**config.mk**
```make
export PLATFORM = sky130hd
export DESIGN_NAME = lru_key_value_cache_top
export DESIGN_NICKNAME = d
export VERILOG_FILES = /design/src/hw/rtl/lru_kvc_pkg.sv /design/src/hw/rtl/lru_key_value_cache_top.sv /design/src/hw/rtl/lru_kvc_lookup.sv /design/src/hw/rtl/lru_kvc_table.sv
export SDC_FILE = /design/constraint.sdc
export NUM_CORES = 2
export LEC_CHECK = 0
export ABC_AREA = 1
export BUFFER_PORTS_ARGS = -buffer_cell sky130_fd_sc_hd__buf_2
export CAP_MARGIN = 10
export CORE_AREA = 2 2 295 297
export DETAILED_ROUTE_END_ITERATION = 10
export DIE_AREA = 0 0 297 299
export PLACE_DENSITY_LB_ADDON = 0.2
export SYNTH_ARGS = -nofsm -noshare
export SYNTH_HDL_FRONTEND = slang
export SYNTH_SLANG_ARGS = --single-unit
```
**constraint.sdc**
```tcl
create_clock -name clk -period 8.4 [get_ports clk]
set_clock_uncertainty 0.2 [all_clocks]
set_input_delay 0.42 -clock clk [delete_from_list [all_inputs] [get_ports clk]]
set_output_delay 0.42 -clock clk [all_outputs]
set_load 0.02 [all_outputs]
```
**src/hw/rtl/lru_kvc_pkg.sv**
```systemverilog
`timescale 1ns / 1ps
// ----------------------------------------------------------------------------
// LRU key-value cache package
// Sizes, command codes and the lookup summary shared by the cache modules.
// ----------------------------------------------------------------------------
package lru_kvc_pkg;

	localparam int DEPTH       = 16;
	localparam int KEY_WIDTH   = 32;
	localparam int VALUE_WIDTH = 32;
	localparam int FIELD_W     = 32;
	localparam int IDX_W       = $clog2(DEPTH);
	localparam int AGE_W       = $clog2(DEPTH);
	localparam int USED_W      = $clog2(DEPTH + 1);
	localparam int CAP_W       = 5;

	localparam logic [CAP_W-1:0] CAP_RESET = CAP_W'(16);

	localparam logic CMD_GET = 1'b0;
	localparam logic CMD_PUT = 1'b1;

	typedef logic [KEY_WIDTH-1:0]   key_t;
	typedef logic [VALUE_WIDTH-1:0] val_t;
	typedef logic [AGE_W-1:0]       age_t;
	typedef logic [IDX_W-1:0]       idx_t;

	typedef struct packed {
		logic hit;
		idx_t hit_idx;
		idx_t free_idx;
		idx_t victim_idx;
	} lookup_t;

endpackage

```
**src/hw/rtl/lru_key_value_cache_top.sv**
```systemverilog
`timescale 1ns / 1ps
// ----------------------------------------------------------------------------
// LRU key-value cache top level
// Fully associative key-value store with least-recently-used replacement.
// ----------------------------------------------------------------------------
//   Channel   Handshake            Payload
//   command   start / busy         cmd, key, value
//   result    done (strobe)        hit, read_value
//   config    cfg_we               cfg_data (capacity)
//
// One item is accepted every cycle; busy stays low.
// A get is registered as valid_s1, then done is registered together with hit and
// read_value; a put raises no done.
// Each item is registered, then compared against all entries and the table
// updated in the same cycle, so the next item sees the updated table.
// Reset clears the table at once; no clearing pass follows.
// The receiver cannot stall the result.
// ----------------------------------------------------------------------------
module lru_key_value_cache_top (
	input  logic                             clk,
	input  logic                             arst_n,
	input  logic                             start,
	output logic                             busy,
	input  logic                             cmd,
	input  logic [lru_kvc_pkg::FIELD_W-1:0]  key,
	input  logic [lru_kvc_pkg::FIELD_W-1:0]  value,
	output logic                             done,
	output logic                             hit,
	output logic [lru_kvc_pkg::FIELD_W-1:0]  read_value,
	input  logic                             cfg_we,
	input  logic [lru_kvc_pkg::CAP_W-1:0]    cfg_data
);

	logic                                       valid_s1;
	logic                                       cmd_s1;
	lru_kvc_pkg::key_t                          key_s1;
	lru_kvc_pkg::val_t                          value_s1;
	logic [lru_kvc_pkg::USED_W-1:0]             cap_q;
	logic                                       done_q;
	logic                                       hit_q;
	logic [lru_kvc_pkg::FIELD_W-1:0]            read_value_q;

	lru_kvc_pkg::lookup_t                       lookup;
	logic [lru_kvc_pkg::DEPTH-1:0]              entry_valid;
	lru_kvc_pkg::key_t [lru_kvc_pkg::DEPTH-1:0] entry_key;
	lru_kvc_pkg::age_t [lru_kvc_pkg::DEPTH-1:0] entry_age;
	logic [lru_kvc_pkg::USED_W-1:0]             entries_used;
	lru_kvc_pkg::val_t                          hit_value;
	logic [lru_kvc_pkg::USED_W-1:0]             cap_next;

	assign busy = 1'b0;

	// Capacity zero behaves as one and values above the depth saturate.
	always_comb begin
		priority if (cfg_data == '0) begin
			cap_next = lru_kvc_pkg::USED_W'(1);
		end else if (int'(cfg_data) > lru_kvc_pkg::DEPTH) begin
			cap_next = lru_kvc_pkg::USED_W'(lru_kvc_pkg::DEPTH);
		end else begin
			cap_next = lru_kvc_pkg::USED_W'(cfg_data);
		end
	end

	always_ff @(posedge clk or negedge arst_n) begin
		if (!arst_n) begin
			cap_q    <= lru_kvc_pkg::USED_W'(
			            (int'(lru_kvc_pkg::CAP_RESET) > lru_kvc_pkg::DEPTH) ?
			            lru_kvc_pkg::DEPTH : int'(lru_kvc_pkg::CAP_RESET));
			valid_s1 <= 1'b0;
			done_q   <= 1'b0;
		end else begin
			if (cfg_we) begin
				cap_q <= cap_next;
			end
			valid_s1 <= start && !busy;
			done_q   <= valid_s1 && cmd_s1 == lru_kvc_pkg::CMD_GET;
		end
	end

	always_ff @(posedge clk) begin
		if (start && !busy) begin
			cmd_s1   <= cmd;
			key_s1   <= key[lru_kvc_pkg::KEY_WIDTH-1:0];
			value_s1 <= value[lru_kvc_pkg::VALUE_WIDTH-1:0];
		end
		if (valid_s1) begin
			hit_q        <= lookup.hit;
			read_value_q <= lookup.hit ? lru_kvc_pkg::FIELD_W'(hit_value) :
			                lru_kvc_pkg::FIELD_W'(lru_kvc_pkg::val_t'('1));
		end
	end

	lru_kvc_lookup u_lookup (
		.key          (key_s1),
		.entry_valid  (entry_valid),
		.entry_key    (entry_key),
		.entry_age    (entry_age),
		.entries_used (entries_used),
		.lookup       (lookup)
	);

	lru_kvc_table u_table (
		.clk          (clk),
		.arst_n       (arst_n),
		.valid_s1     (valid_s1),
		.cmd_s1       (cmd_s1),
		.key_s1       (key_s1),
		.value_s1     (value_s1),
		.cap_eff      (cap_q),
		.lookup       (lookup),
		.entry_valid  (entry_valid),
		.entry_key    (entry_key),
		.entry_age    (entry_age),
		.entries_used (entries_used),
		.hit_value    (hit_value)
	);

	assign done       = done_q;
	assign hit        = hit_q;
	assign read_value = read_value_q;

endmodule

```
**src/hw/rtl/lru_kvc_lookup.sv**
```systemverilog
`timescale 1ns / 1ps
// ----------------------------------------------------------------------------
// LRU key-value cache lookup
// Parallel key compare, lowest free entry and least recent entry search.
// ----------------------------------------------------------------------------
module lru_kvc_lookup (
	input  lru_kvc_pkg::key_t                         key,
	input  logic [lru_kvc_pkg::DEPTH-1:0]             entry_valid,
	input  lru_kvc_pkg::key_t [lru_kvc_pkg::DEPTH-1:0] entry_key,
	input  lru_kvc_pkg::age_t [lru_kvc_pkg::DEPTH-1:0] entry_age,
	input  logic [lru_kvc_pkg::USED_W-1:0]            entries_used,
	output lru_kvc_pkg::lookup_t                      lookup
);

	lru_kvc_pkg::age_t oldest_age;

	// Valid entries hold distinct ages 0 to entries_used-1, so the least
	// recent entry is the one whose age equals entries_used-1.
	assign oldest_age = lru_kvc_pkg::AGE_W'(entries_used - 1'b1);

	always_comb begin
		lookup = '0;
		for (int i = lru_kvc_pkg::DEPTH - 1; i >= 0; i--) begin
			if (entry_valid[i] && entry_key[i] == key) begin
				lookup.hit     = 1'b1;
				lookup.hit_idx = lru_kvc_pkg::IDX_W'(i);
			end
			if (!entry_valid[i]) begin
				lookup.free_idx = lru_kvc_pkg::IDX_W'(i);
			end
			if (entry_valid[i] && entry_age[i] == oldest_age) begin
				lookup.victim_idx = lru_kvc_pkg::IDX_W'(i);
			end
		end
	end

endmodule

```
**src/hw/rtl/lru_kvc_table.sv**
```systemverilog
`timescale 1ns / 1ps
// ----------------------------------------------------------------------------
// LRU key-value cache table
// Entry storage with age update on hit, fill and eviction.
// ----------------------------------------------------------------------------
module lru_kvc_table (
	input  logic                                       clk,
	input  logic                                       arst_n,
	input  logic                                       valid_s1,
	input  logic                                       cmd_s1,
	input  lru_kvc_pkg::key_t                          key_s1,
	input  lru_kvc_pkg::val_t                          value_s1,
	input  logic [lru_kvc_pkg::USED_W-1:0]             cap_eff,
	input  lru_kvc_pkg::lookup_t                       lookup,
	output logic [lru_kvc_pkg::DEPTH-1:0]              entry_valid,
	output lru_kvc_pkg::key_t [lru_kvc_pkg::DEPTH-1:0] entry_key,
	output lru_kvc_pkg::age_t [lru_kvc_pkg::DEPTH-1:0] entry_age,
	output logic [lru_kvc_pkg::USED_W-1:0]             entries_used,
	output lru_kvc_pkg::val_t                          hit_value
);

	logic [lru_kvc_pkg::DEPTH-1:0]              valid_q;
	lru_kvc_pkg::key_t [lru_kvc_pkg::DEPTH-1:0] key_q;
	lru_kvc_pkg::val_t [lru_kvc_pkg::DEPTH-1:0] value_q;
	lru_kvc_pkg::age_t [lru_kvc_pkg::DEPTH-1:0] age_q;
	logic [lru_kvc_pkg::USED_W-1:0]             used_q;

	logic              is_put;
	logic              do_fill;
	logic              do_touch;
	lru_kvc_pkg::idx_t tgt;
	lru_kvc_pkg::age_t ref_age;

	assign is_put   = valid_s1 && cmd_s1 == lru_kvc_pkg::CMD_PUT;
	assign do_fill  = is_put && !lookup.hit && used_q < cap_eff;
	assign do_touch = valid_s1 && (lookup.hit || (is_put && !do_fill));
	assign tgt      = lookup.hit ? lookup.hit_idx :
	                  (do_fill ? lookup.free_idx : lookup.victim_idx);
	assign ref_age  = age_q[tgt];

	always_ff @(posedge clk or negedge arst_n) begin
		if (!arst_n) begin
			valid_q <= '0;
			age_q   <= '0;
			used_q  <= '0;
		end else begin
			for (int i = 0; i < lru_kvc_pkg::DEPTH; i++) begin
				if ((do_fill || do_touch) && lru_kvc_pkg::IDX_W'(i) == tgt) begin
					age_q[i] <= '0;
				end else if (do_fill && valid_q[i]) begin
					age_q[i] <= age_q[i] + 1'b1;
				end else if (do_touch && valid_q[i] && age_q[i] < ref_age) begin
					age_q[i] <= age_q[i] + 1'b1;
				end
			end
			if (do_fill) begin
				valid_q[tgt] <= 1'b1;
				used_q       <= used_q + 1'b1;
			end
		end
	end

	always_ff @(posedge clk) begin
		if (is_put) begin
			value_q[tgt] <= value_s1;
			if (!lookup.hit) begin
				key_q[tgt] <= key_s1;
			end
		end
	end

	assign entry_valid  = valid_q;
	assign entry_key    = key_q;
	assign entry_age    = age_q;
	assign entries_used = used_q;
	assign hit_value    = value_q[lookup.hit_idx];

endmodule
```
# After elaboration in Yosys (flattened, before gate mapping)
# Cells that the tools add are included.
[word_totals]
regBits = 1214
latch_bits = 0
ram_bits = 0
rom_bits = 0
input_bits = 74
output_inout_bits = 35
word_cells = 383
n_memories = 0
[classes]
n_addsub = 18
n_mul = 0
n_div = 0
magnitude_cmp = 21
n_eq_ne = 47
shifts = 0
mux = 110
bitwise = 3
reduce_logical = 126
[op_table]
columns = ["op", "n"]
rows = [
  ["bitwise mux 512 bit", 2],
  ["== test 32 bit", 16],
  ["2-to-1 mux 4 bit", 83],
  ["binary-select mux 32 bit (select 4 bit)", 1],
  ["demux 32 bit (select 4 bit)", 1],
  ["logical AND 1 bit", 103],
  ["2-to-1 mux 5 bit", 18],
  ["adder 4 x 1 -> 4 bit (second input constant)", 16],
  ["== test 4 bit", 16],
  ["less-than comparator 4 bit", 16],
  ["2-to-1 mux 32 bit", 2],
  ["nonzero test 3 bit", 16],
  ["== test 4 bit (first input constant)", 8],
  ["binary-select mux 4 bit (select 4 bit)", 1],
  ["== test 3 x 4 -> 1 bit (first input constant)", 4],
  ["bitwise OR 16 bit", 1],
  ["less-than comparator 4 x 5 -> 1 bit (second input constant)", 2],
  ["== test 2 x 4 -> 1 bit (first input constant)", 2],
  ["adder 5 x 1 -> 5 bit (second input constant)", 1],
  ["> comparator 5 bit (second input constant)", 1],
  ["zero test 5 bit", 1],
  ["less-than comparator 5 bit", 1],
  ["demux 1 bit (select 4 bit)", 1],
  ["== test 1 x 4 -> 1 bit (first input constant)", 1],
  ["other kinds (8)", 11],
]

# Longest topological paths before layout
[logic_depth]
ltp_word = 30
ltp_mapped = 46
depth_no_buf = 42

# By module
# A second synthesis with hierarchy kept.
[unflattened]
hier_cells = 4521
area_unflattened_um2 = 53971.8
[by_module_without_submodules]
columns = ["module", "instances", "cells_each", "area_each_um2", "seq_area_each_um2"]
rows = [
  ["lru_kvc_table", 1, 2871, 42510.8, 32876.5],
  ["lru_kvc_lookup", 1, 1453, 7962.6, 0.0],
  ["lru_key_value_cache_top", 1, 197, 3498.4, 3119.2],
]

# Worst setup path after synthesis
# Ideal clock, no wire load.
[synth_timing]
path_kind = "flip-flop to flip-flop"
from = "register u_table.entries_used[0] (netlist name)"
to = "register u_table.key_q, in the netlist u_table.entry_key[160], enable pin"
setup_time_ns = 0.461
arrival_time_ns = 5.851
required_ns = 7.739
setup_slack_ns = 1.888
path_stages_with_launch = 31
path_buffers = 5
synth_period_minus_slack_ns = 6.512
cell_sequence = "dfrtp_1 -> inv_1 -> buf_2 -> buf_1 -> ha_1 -> inv_1 -> clkbuf_1 -> o22ai_1 -> nor4_1 -> nand2_1 -> nand2_1 -> nand2_1 -> nand2_1 -> nand2_1 -> nand2_1 -> nand2_1 -> nand2_1 -> nand2_1 -> nand2_1 -> nand2_1 -> nand2_1 -> nand2_1 -> nand2_4 -> nand2_2 -> buf_6 -> nor2_1 -> inv_1 -> clkbuf_1 -> nor2_1 -> inv_1 -> nor3_1"
[synth_rtl]
columns = ["item", "line", "text"]
rows = [
  ["end signal, assigned by index", "lru_kvc_table.sv:67", "key_q[tgt] <= key_s1;"],
  ["end, declared", "lru_kvc_table.sv:23", "lru_kvc_pkg::key_t [lru_kvc_pkg::DEPTH-1:0] key_q;"],
]

# Final worst setup path
[layout_timing]
from = "register key_s1[30]"
to = "register u_table.age_q, in the netlist u_table.entry_age[17]"
[layout_between]
elab_chain_cells = 28
word_cells_on_any_way = 69
cone_classes = "order compare (1); eq/ne (17); mux (22); reduce/logical (29)"
[layout_rtl]
columns = ["item", "line", "text"]
rows = [
  ["start, declared", "lru_key_value_cache_top.sv:36", "lru_kvc_pkg::key_t key_s1;"],
  ["start signal, assigned", "lru_key_value_cache_top.sv:83", "key_s1 <= key[lru_kvc_pkg::KEY_WIDTH-1:0];"],
  ["== test 32 bit", "lru_kvc_lookup.sv:24", "if (entry_valid[i] && entry_key[i] == key) begin"],
  ["logical AND 1 bit", "lru_kvc_lookup.sv:24", ""],
  ["2-to-1 mux 5 bit (15 in series)", "lru_kvc_lookup.sv:24", ""],
  ["2-to-1 mux 5 bit (*)", "lru_kvc_lookup.sv:24", ""],
  ["zero test 1 bit", "lru_kvc_table.sv:35", "assign do_fill = is_put && !lookup.hit && used_q < cap_eff;"],
  ["logical AND 1 bit (2 in series)", "lru_kvc_table.sv:35", ""],
  ["2-to-1 mux 4 bit / zero test 1 bit (equally long branches)", "lru_kvc_table.sv:38, lru_kvc_table.sv:36", ""],
  ["2-to-1 mux 4 bit / logical AND 1 bit (equally long branches)", "lru_kvc_table.sv:37, lru_kvc_table.sv:36", ""],
  ["binary-select mux 4 bit (select 4 bit) / logical OR 1 bit (equally long branches)", "lru_kvc_table.sv:39, lru_kvc_table.sv:36", ""],
  ["2-to-1 mux 4 bit (not written as such) / logical AND 1 bit (equally long branches)", "lru_kvc_table.sv:39, lru_kvc_table.sv:36", ""],
  ["less-than comparator 4 bit, or another cell as far along", "lru_kvc_table.sv:52", "end else if (do_touch && valid_q[i] && age_q[i] < ref_age) begin"],
  ["logical AND 1 bit (on tied branches)", "lru_kvc_table.sv:52, lru_kvc_table.sv:48", ""],
  ["nonzero test 3 bit (no line) / 2-to-1 mux 4 bit (equally long branches)", "-", ""],
  ["end signal, assigned by index", "lru_kvc_table.sv:51", "age_q[i] <= age_q[i] + 1'b1;"],
  ["end signal, assigned by index", "lru_kvc_table.sv:53", "age_q[i] <= age_q[i] + 1'b1;"],
  ["end, declared", "lru_kvc_table.sv:25", "lru_kvc_pkg::age_t [lru_kvc_pkg::DEPTH-1:0] age_q;"],
]
# Mark *: on every way between the ends. The rest lies on a longest branch, timed or not. The select of a mux whose other input is x is not followed.
# A chain may end at the register's enable or synchronous reset.

==> results.yml <==
die:
  fp.dieW_um: 297
  coreArea_um2: 85940
  initial_utilization_pct: 62.40
  dieArea_um2: 88800
  io_pins: 109
  rows: 108
  die_y_um: 299
cells_and_area:
  drive_gt1_share_pct: 10.27
  area_growth_pct: 12.18
  fill_cells: 6036
  final_cells: 6161
  multi_input_area_um2: 15470
  antenna_cells: 0
  nets: 5050
  ff_latch_area_um2: 36000
  final_core_util_pct: 70.00
pwr:
  power.share.switching_pct: 29.12
  pwr-share-clk_pct: 34.7
  p_sw_uw: 4472
  power.density_nw_per_um2: 255.3
  p_int_uw: 10880
  cellLeakagePower_uw: 0.02233
  comb_power_share_pct: 18.8
  seqPwrFrac_pct: 46.5
  vdd_ir_drop_max_mv: 0.2204
worst_setup_path:
  crit_path_start_kind: "flip-flop"
  crit_type: "reg2reg"
  cp.required_ps: 8830
  r2r_cells: 28
  end_kind: "flip-flop"
  crit_arrival_ps: 7490
  cp_common_cell: "nand2_1"
  path_max_fanout: 19
  crit_path_max_incr_delay_ps: 860
  crit_path_top_delay_cell: "edfxtp_1"
sta:
  setup_viol: 0
  worstMarginPinSlew_ps: 1254
  fin_crit_ps: 7059
  fmax_ghz: 0.1417
  rsz0062_at_grt: "no"
  drv_slew: 0
  max_slew_margin_pct: 16.22
  setup_tns_ps: 0
  fin_ws_ps: 1341
  min_period_over_period_pct: 84.04
  hold_viol_final: 0
logic_synthesis:
  synth_commonest_cells: "nand2_1, edfxtp_1, inv_1"
  async_flop_share_pct: 7.578
  yosysTopAreaCellShare_pct: 62.83
  synth_largest_area_cell: "edfxtp_1"
  yosysWarnings: 0
  ys_ff_latch: 1214
  postSynthAreaPerCell_um2: 11.40
  synthesis.nets: 4849
  ys_types: 59
  synth.area.top_cells: "edfxtp_1, nand2_1, dfrtp_1"
  synthCells: 4705
  synth-main-ff-cell: "edfxtp_1"
  syn-cell-area_um2: 53630
  synth_most_common_cell: "nand2_1"
  synth_edf_count: 1122
  yosysSeqAreaShare_pct: 67.12
cts:
  numCtsBuffers: 116
  cts.htree.levels: 3
  max-clock-path-buffers: 3
  cts_tree: "yes"
  clk_pin_slew_ps: 60
  clock-sinks: 1214
  postCtsSetupBuffers: 0
  clkLatencyLatePin_ps: 730
  cts-root-buf: "clkbuf_16"
global_route:
  grt_pass1_vias: 36190
  grt_busiest_layer: "met2"
  grt.total_usage_pct: 33.59
  grt_max_degree: 185
  grt_pass1_wl_um: 222800
  use_met2_pct: 52.44
  antenna_found_initial: 0
  gr-usage-met3_pct: 5.394
  grt-ovfl-total: 0
  met1_usage_pct: 48.01
detailed_routing:
  drc: 0
  drt_wl_total_um: 150000
  antenna_left: 0
  vias: 38033
  via_per_inst: 6.173
  routedWlPerCell_um: 24.35
  drt_iter0_markers: 5097
  firstDrtPassIters: 6
placed_design:
  place_ws_ps: 1581
  gp_congestion: 0.9519
  dpl.cell_count: 5869
  numPortBuffers: 107
  dpl.hpwl_um: 85910
worst_hold_path:
  hold_path_class: "in2async"
outcome:
  outcome: "finished, final reports clean"
job:
  max_cap_violations: 0
-- metal layers --
| metal | up-vias | share of wire (%) |
|---|---|---|
| met5 | - | 0 |
| met4 | 0 | 3.7 |
| met3 | 365 | 12 |
| met2 | 2423 | 46 |
| met1 | 18356 | 38 |
| li1 | 16889 | - |
-- final cells by class --
class / count / area share (%)
tap: 1155 / 2.402
sequential: 1214 / 59.84
clock inverter: 83 / 1.364
inverter: 358 / 2.267
clock buffer: 135 / 5.015
timing repair buffer: 283 / 3.403
multi-input combinational: 2933 / 25.71
-- sequential cells by signal, summed over array words and instances, names as in the netlist --
register              flops
cap_q                     5
cmd_s1                    1
done                      1
hit                       1
key_s1                   32
read_value               32
u_table.entries_used      5
u_table.entry_age        64
u_table.entry_key       512
u_table.entry_valid      16
u_table.value_q         512
valid_s1                  1
value_s1                 32
-- power groups by stage --
stage,sequential [uW],clock (uW),combinational (uW)
finish,7140,5320,2890
global route,7170,5570,3180
CTS,7140,5350,2830
detailed placement,7260,0,2790
global placement,7250,0,2720
floorplan,7220,0,1910
-- worst max-delay path, delay by kind of cell, from the launching register on --
family | cells | cell delay [ps]
flip-flops | 1 | 860
AND/OR/NAND/NOR | 17 | 3390
AO/OA/AOI/OAI | 4 | 810
adder cells (fa/ha/maj) | 1 | 190
buffers and inverters | 5 | 1430
XOR/XNOR | 1 | 80
-- metrics by stage --
step | hold WS [ps] | cell area (um2) | total power, uW
after floorplan | -75.59 | 53630 | 9134
after detailed placement | 278.5 | 55580 | 10050
after global routing | 130.0 | 60160 | 15920
after CTS | 59.81 | 60160 | 15310
after global placement | 275.6 | 55580 | 9967
final | 65.19 | 60160 | 15360
-- repair_timing --
item	4_1_cts	5_1_grt
gates resized for setup	0	0
hold buffers	74	0
hold endpoints to repair	112	0
-- path summary, 6_finish.rpt --
path	slack, ps	to	start
max	1340	u_table.entry_age[17]$_DFFE_PN0P_	key_s1[30]$_DFFE_PP_
min	70	u_table.entry_age[38]$_DFFE_PN0P_	arst_n
max reg2reg	1340	u_table.entry_age[17]$_DFFE_PN0P_	key_s1[30]$_DFFE_PP_
min reg2reg	290	u_table.entries_used[4]$_DFFE_PN0N_	u_table.entries_used[4]$_DFFE_PN0N_
max in group asynchronous	6800	valid_s1$_DFF_PN0_	arst_n
min in group clk	210	valid_s1$_DFF_PN0_	start
-- cells by family (layout without fill, tap and decap cells) --
family | count (synthesis) | count (layout) | share of synthesized area, %
AO/OA/AOI/OAI | 593 | 593 | 7.042
XOR/XNOR | 220 | 220 | 3.607
adder cells (fa/ha/maj) | 70 | 70 | 1.633
buffers and inverters | 558 | 859 | 4.512
flip-flops | 1214 | 1214 | 67.12
other | 1 | 1 | 0.006993
AND/OR/NAND/NOR | 2049 | 2049 | 16.07
-- layout by cell type (no fill, tap or decap), drive strengths merged, types with 7 or more instances in the layout --
cell,netlist,layout
nand3,244,244
a2111oi,7,7
bufinv,0,16
inv,357,360
xnor2,95,95
o22ai,97,97
clkinv,1,62
a22o,11,11
nor3,52,52
nor2,266,266
xor2,125,125
edfxtp,1122,1122
dfrtp,91,91
a221oi,42,42
or2,33,33
nand3b,8,8
a311oi,28,28
dlygate4sd3,0,74
nand2,1344,1344
a31oi,58,58
nand4,54,54
a21oi,125,125
o2111ai,18,18
buf,96,209
a211oi,41,41
clkbuf,104,135
o221ai,8,8
nor4,46,46
o21ai,146,146
ha,70,70
No activity file was read; power rests on OpenSTA's default activity.
